<file path="src/rtl/gcd_pkg.sv">
// package for the great-circle distance pipeline: constants and the arctangent table
package gcd_pkg;

  localparam int unsigned AngleBits = 32;
  localparam int unsigned CordicStages = 30;
  localparam int unsigned SqrtSteps = 30;
  localparam int unsigned DistBits = 22;
  localparam int unsigned CordicW = 34;
  localparam int unsigned ZW = 34;
  localparam logic signed [CordicW-1:0] CordicGain = 34'sh026DD3B6A;
  localparam logic signed [CordicW-1:0] Q30One = 34'sh040000000;
  localparam logic [23:0] EarthRPiQ10 = 24'd11066658;

  // arctangent of 2^-i as a binary angle
  function automatic logic signed [ZW-1:0] atan_tab(input logic [4:0] idx);
    logic signed [ZW-1:0] r;
    begin
      case (idx)
        5'd0: r = 34'sh020000000;
        5'd1: r = 34'sh012E4051E;
        5'd2: r = 34'sh009FB385B;
        5'd3: r = 34'sh0051111D4;
        5'd4: r = 34'sh0028B0D43;
        5'd5: r = 34'sh00145D7E1;
        5'd6: r = 34'sh000A2F61E;
        5'd7: r = 34'sh000517C55;
        5'd8: r = 34'sh00028BE53;
        5'd9: r = 34'sh000145F2F;
        5'd10: r = 34'sh0000A2F98;
        5'd11: r = 34'sh0000517CC;
        5'd12: r = 34'sh000028BE6;
        5'd13: r = 34'sh0000145F3;
        5'd14: r = 34'sh00000A2FA;
        5'd15: r = 34'sh00000517D;
        5'd16: r = 34'sh0000028BE;
        5'd17: r = 34'sh00000145F;
        5'd18: r = 34'sh000000A30;
        5'd19: r = 34'sh000000518;
        5'd20: r = 34'sh00000028C;
        5'd21: r = 34'sh000000146;
        5'd22: r = 34'sh0000000A3;
        5'd23: r = 34'sh000000051;
        5'd24: r = 34'sh000000029;
        5'd25: r = 34'sh000000014;
        5'd26: r = 34'sh00000000A;
        5'd27: r = 34'sh000000005;
        5'd28: r = 34'sh000000003;
        5'd29: r = 34'sh000000001;
        default: r = '0;
      endcase
      return r;
    end
  endfunction

endpackage

</file>
<file path="src/rtl/gcd_sqrt.sv">
// pipelined restoring square root of v << 30, one result bit per stage
module gcd_sqrt (
  input  logic        clk_i,
  input  logic        en_i,
  input  logic [30:0] val_i,
  output logic [30:0] root_o
);
  localparam int unsigned N = gcd_pkg::SqrtSteps + 1;

  logic [61:0] rem_q  [N+1];
  logic [30:0] root_q [N+1];

  always_ff @(posedge clk_i) begin
    if (en_i) begin
      rem_q[0]  <= {1'b0, val_i, 30'd0};
      root_q[0] <= '0;
    end
  end

  // one bit per stage, most significant first
  for (genvar i = 0; i < N; i++) begin : g_step
    localparam int unsigned B = N - 1 - i;
    logic [63:0] trial;
    assign trial = ({33'd0, root_q[i]} << (B + 1)) + (64'd1 << (2 * B));
    always_ff @(posedge clk_i) begin
      if (en_i) begin
        if ({2'b00, rem_q[i]} >= trial) begin
          rem_q[i+1]  <= 62'({2'b00, rem_q[i]} - trial);
          root_q[i+1] <= root_q[i] | (31'd1 << B);
        end else begin
          rem_q[i+1]  <= rem_q[i];
          root_q[i+1] <= root_q[i];
        end
      end
    end
  end

  assign root_o = root_q[N];
endmodule

</file>
<file path="config.mk">
export PLATFORM = sky130hd
export DESIGN_NAME = gcd_sqrt
export DESIGN_NICKNAME = d
export VERILOG_FILES = /design/src/rtl/gcd_pkg.sv /design/src/rtl/gcd_sqrt.sv
export SDC_FILE = /design/constraint.sdc
export NUM_CORES = 2
export LEC_CHECK = 0
export BUFFER_PORTS_ARGS = -buffer_cell sky130_fd_sc_hd__clkbuf_2
export CORE_MARGIN = 5
export CORE_UTILIZATION = 40
export CTS_CLUSTER_SIZE = 28
export DETAILED_ROUTE_END_ITERATION = 7
export GPL_TIMING_DRIVEN = 0
export SLEW_MARGIN = 15
export SYNTH_ARGS = -nofsm -noshare
export SYNTH_HDL_FRONTEND = slang
export SYNTH_SLANG_ARGS = --single-unit
</file>
<file path="constraint.sdc">
create_clock -name clk_i -period 7.5 [get_ports clk_i]
set_input_delay 0.75 -clock clk_i [delete_from_list [all_inputs] [get_ports clk_i]]
set_output_delay 0.75 -clock clk_i [all_outputs]
set_load 0.01 [all_outputs]
</file>
==> flow_results.xml <==
<?xml version="1.0" encoding="UTF-8"?>
<metrics>
  <group name="floorplanning">
    <metric name="core_area" unit="um^2">222000</metric>
    <metric name="pin_count" unit="">64</metric>
    <metric name="initial_utilization" unit="%">40.2</metric>
    <metric name="die_w" unit="um">482</metric>
    <metric name="die-height" unit="um">482</metric>
    <metric name="placementRows" unit="">173</metric>
    <metric name="die_area" unit="um^2">233000</metric>
  </group>
  <group name="logic_synthesis">
    <metric name="synth_mux_area_share" unit="%">0.613</metric>
    <metric name="flip_flop_and_latch_count_after_synthesis" unit="">1683</metric>
    <metric name="synthesis.instances" unit="">7824</metric>
    <metric name="ys_types" unit="">92</metric>
    <metric name="main_combinational_cell_family_by_area_after_synthesis" unit="">simple AND/OR/NAND/NOR gates</metric>
    <metric name="synth_async_sr_flop_share" unit="%">0</metric>
    <metric name="avgSynthCellArea" unit="um^2">11.4</metric>
    <metric name="edff_count_synth" unit="">1683</metric>
    <metric name="synth-compound-area-share" unit="%">11.3</metric>
    <metric name="synth_fa_ha_area_share" unit="%">7.24</metric>
    <metric name="cell_with_the_most_instances_after_synthesis" unit="">edfxtp_1</metric>
    <metric name="yosys.area_share.xor_xnor" unit="%">7.62</metric>
    <metric name="synth_top_flop_cell" unit="">edfxtp_1</metric>
    <metric name="synth_area_in_simple_gates" unit="%">13.0</metric>
    <metric name="seq_area_frac_synth" unit="%">56.7</metric>
    <metric name="synth_area_leader_cell" unit="">edfxtp_1</metric>
    <metric name="netlist_top_cells_area" unit="">edfxtp_1 57%, ha_1 6.9%, xnor2_1 3.9%</metric>
    <metric name="ys_top_cells_by_count" unit="">1683 x edfxtp_1, 698 x nand2_1, 652 x inv_1</metric>
    <metric name="yosys_warnings" unit="">0</metric>
    <metric name="yosys.area.top_type_share" unit="%">56.7</metric>
    <metric name="post_synth_instance_area" unit="um^2">89200</metric>
    <metric name="synth.net_count" unit="">8365</metric>
  </group>
  <group name="power_and_ir_drop">
    <metric name="pwr-share-seq" unit="%">46.1</metric>
    <metric name="sw_frac_of_total" unit="%">30.3</metric>
    <metric name="report.power.total" unit="uW">28300</metric>
    <metric name="irDropWorstVdd" unit="uV">220</metric>
    <metric name="pwr-share-clk" unit="%">31.4</metric>
    <metric name="power.switching" unit="uW">8580</metric>
    <metric name="p_int" unit="uW">19700</metric>
    <metric name="power_frac_comb" unit="%">22.5</metric>
    <metric name="power-per-cell-area" unit="nW/um^2">282</metric>
    <metric name="power.static_leakage" unit="uW">0.0380</metric>
  </group>
  <group name="worst_setup_path">
    <metric name="timing.critical_path.from" unit="">rem_q[1][810]$_SDFFCE_PP0P_</metric>
    <metric name="crit_arrival" unit="ns">6.52</metric>
    <metric name="worstSetupPathType" unit="">flop to flop</metric>
    <metric name="endpoint" unit="">rem_q[1][899]$_DFFE_PP_</metric>
    <metric name="setup.reg_to_reg.worst_slack" unit="ns">1.50</metric>
    <metric name="worst_r2r_path_depth" unit="">14</metric>
    <metric name="timing.rr.start" unit="">rem_q[1][810]$_SDFFCE_PP0P_</metric>
    <metric name="crit_path_max_fanout" unit="">10</metric>
    <metric name="timing.critical_path.required" unit="ns">8.02</metric>
    <metric name="worst_r2r_endpoint" unit="">rem_q[1][899]$_DFFE_PP_</metric>
    <metric name="cp-end-kind" unit="">flop</metric>
    <metric name="setup.worst_path.start_class" unit="">flop</metric>
  </group>
  <group name="clock_network">
    <metric name="cts_made_buffers" unit="">188</metric>
    <metric name="clk_root_buffer_cell" unit="">clkbuf_16</metric>
    <metric name="cts_tree" unit="">built</metric>
    <metric name="max-clock-path-buffers" unit="">3</metric>
    <metric name="worstSkewPairLatency" unit="ns">0.86</metric>
    <metric name="clock_sink_count" unit="">1683</metric>
    <metric name="cts-resized-gates" unit="">0</metric>
    <metric name="depth_of_the_cts_h_tree" unit="">4</metric>
    <metric name="cts.clk_slew.worst_paths" unit="ns">0.06</metric>
  </group>
  <group name="timing">
    <metric name="maximum_clock_frequency" unit="MHz">167</metric>
    <metric name="final.setup.worst_slack" unit="ns">1.50</metric>
    <metric name="layout_min_cycle_time" unit="ns">6.00</metric>
    <metric name="final-max-slew-violation-count" unit="">0</metric>
    <metric name="holdWs" unit="ns">0.415</metric>
    <metric name="clock_skew" unit="ns">0.0739</metric>
    <metric name="post-route-period-util" unit="%">80.0</metric>
    <metric name="timing.final.hold_violations" unit="">0</metric>
    <metric name="setup_viol" unit="">0</metric>
    <metric name="grt_setup_unrepaired" unit="">no</metric>
    <metric name="max_slew_margin" unit="%">21.6</metric>
    <metric name="tightestPinTransition" unit="ns">1.17</metric>
  </group>
  <group name="routing">
    <metric name="count_of_tritonroute_iterations_in_the_first_routing_pass" unit="">8</metric>
    <metric name="vias_per_cell" unit="">5.32</metric>
    <metric name="drt_wl_total" unit="mm">208</metric>
    <metric name="post-route-drc-count" unit="">0</metric>
    <metric name="num_vias" unit="">59940</metric>
    <metric name="drtIter0Drc" unit="">4123</metric>
    <metric name="final_routed_wire_length_divided_by_cell_count" unit="um">18.4</metric>
    <metric name="drt.antenna.violating_nets" unit="">0</metric>
  </group>
  <group name="global_routing">
    <metric name="grt_pass1_vias" unit="">58878</metric>
    <metric name="first_pass_grt_wire_length" unit="mm">326</metric>
    <metric name="antenna_found_initial" unit="">4</metric>
    <metric name="grt_use_total" unit="%">17.6</metric>
    <metric name="grt_start_max_net_pins" unit="">63</metric>
    <metric name="grt_overflow_total" unit="">0</metric>
  </group>
  <group name="cells_and_area">
    <metric name="drive_gt1_share" unit="%">6.23</metric>
    <metric name="filler_cell_count" unit="">20331</metric>
    <metric name="synthToLayoutAreaGrowth" unit="%">12.5</metric>
    <metric name="finish.utilization" unit="%">45.2</metric>
    <metric name="nNetsFinal" unit="">8675</metric>
    <metric name="stdcell_count" unit="">11259</metric>
  </group>
  <group name="placed_design">
    <metric name="dp_worst_setup_slack" unit="ns">1.46</metric>
    <metric name="placed_cells" unit="">10888</metric>
    <metric name="gpl.final_weighted_congestion" unit="">0.883</metric>
    <metric name="hpwl" unit="mm">160</metric>
    <metric name="port_buf_inserts" unit="">63</metric>
  </group>
  <group name="status">
    <metric name="run_status" unit="">finished clean</metric>
  </group>
  <group name="flow_run">
    <metric name="drv.max_cap_violation_count" unit="">0</metric>
  </group>
  <group name="worst_hold_path">
    <metric name="worst_hold_path.num_cells" unit="">0</metric>
    <metric name="min_path_type" unit="">flop to flop</metric>
  </group>
</metrics>
## how the worst min path moves through the flow
stage                            from  slack (ns)                      end
6_report       rem_q[0][56]$_DFFE_PP_        0.41  rem_q[0][118]$_DFFE_PP_
5_1_grt        rem_q[0][43]$_DFFE_PP_        0.43  rem_q[0][105]$_DFFE_PP_
4_1_cts        rem_q[0][56]$_DFFE_PP_        0.42  rem_q[0][118]$_DFFE_PP_
3_5_place_dp   rem_q[0][56]$_DFFE_PP_        0.41  rem_q[0][118]$_DFFE_PP_
3_3_place_gp   rem_q[0][51]$_DFFE_PP_        0.40  rem_q[0][113]$_DFFE_PP_
2_1_floorplan  rem_q[0][38]$_DFFE_PP_        0.40  rem_q[0][100]$_DFFE_PP_
## cell families (layout without fill, tap and decap cells)
group,count (synthesis),after routing
and+or+nand+nor,2345,2345
muxes,49,49
AOI/OAI and AO/OA,1629,1629
adders and majority gates,508,508
other,0,1
DFF,1683,1683
xor gates and xnor gates,776,776
buffers and inverters,834,1293
## what timing repair did
action	in CTS	in global routing
endpoints found under the hold margin	31	0
hold buffers	31	0
buffers inserted	0	0
## worst max-delay path, cell delays in order (launching register included)
cell and delay, ns:
edfxtp_1 0.45, ha_1 0.26, fa_1 0.44, a211o_1 0.31, a2111oi_0 0.84, o21ai_0 0.37
nand3_1 0.26, a211oi_1 0.19, o21ai_0 0.42, and2_1 0.19, clkbuf_1 0.71, inv_2 0.42
clkbuf_1 0.52, nor2_1 0.22, a21oi_1 0.06
## area by class of cell
class                   instances  area [um^2]  area share, %
flip-flops and latches       1683        50500           50.4
well taps                    2975         3720           3.71
multi-input cells            5307        35600           35.4
inverters                     656         2460           2.46
plain buffers                 178          752          0.749
diodes                          1         2.50        0.00249
repair buffers                120         1230           1.23
clock buffers                 236         4880           4.87
clock inverters               103         1180           1.17
## layout by cell type, fill, tap and decap left out, types with 107 or more instances in the layout
cell / instances
nor3_1: 239
nand2_1: 698
a21o_1: 179
edfxtp_1: 1683
inv_1: 652
a21oi_1: 439
o21ai_0: 524
nor2_1: 489
nand3_1: 125
clkbuf_1: 175
ha_1: 494
xnor2_1: 393
xor2_1: 383
clkbuf_16: 188
nand2b_1: 107
nor4_1: 152
## power by group through the flow
stage,clock network [uW],registers (uW),logic [uW]
after floorplan,0,12800,4850
after global placement,0,13200,6190
after detailed placement,0,13200,6310
after CTS,9160,13000,6360
after global routing,9540,13200,7140
final,8890,13000,6380
## per-stage QoR
| step | TNS (ns) | instance area [um^2] |
|---|---|---|
| floorplan | 0 | 89200 |
| global placement | -383.97 | 93200 |
| detailed placement | 0 | 93900 |
| CTS | 0 | 100000 |
| global route | 0 | 100000 |
| finish | 0 | 100000 |
## sequential cells by signal (all words and copies together), names as in the netlist
signal / flops
rem_q: 1187
root_q: 496
## per-layer routing
| metal | share of wire (%) | track usage [%] | vias up |
|---|---|---|---|
| li1 | - | - | 29258 |
| met2 | 50 | 31.3 | 1309 |
| met5 | 0.0063 | 0 | - |
| met4 | 3.0 | 5.69 | 2 |
| met3 | 4.1 | 2.36 | 371 |
| met1 | 43 | 22.1 | 29000 |
No activity file was read; power rests on OpenSTA's default activity.
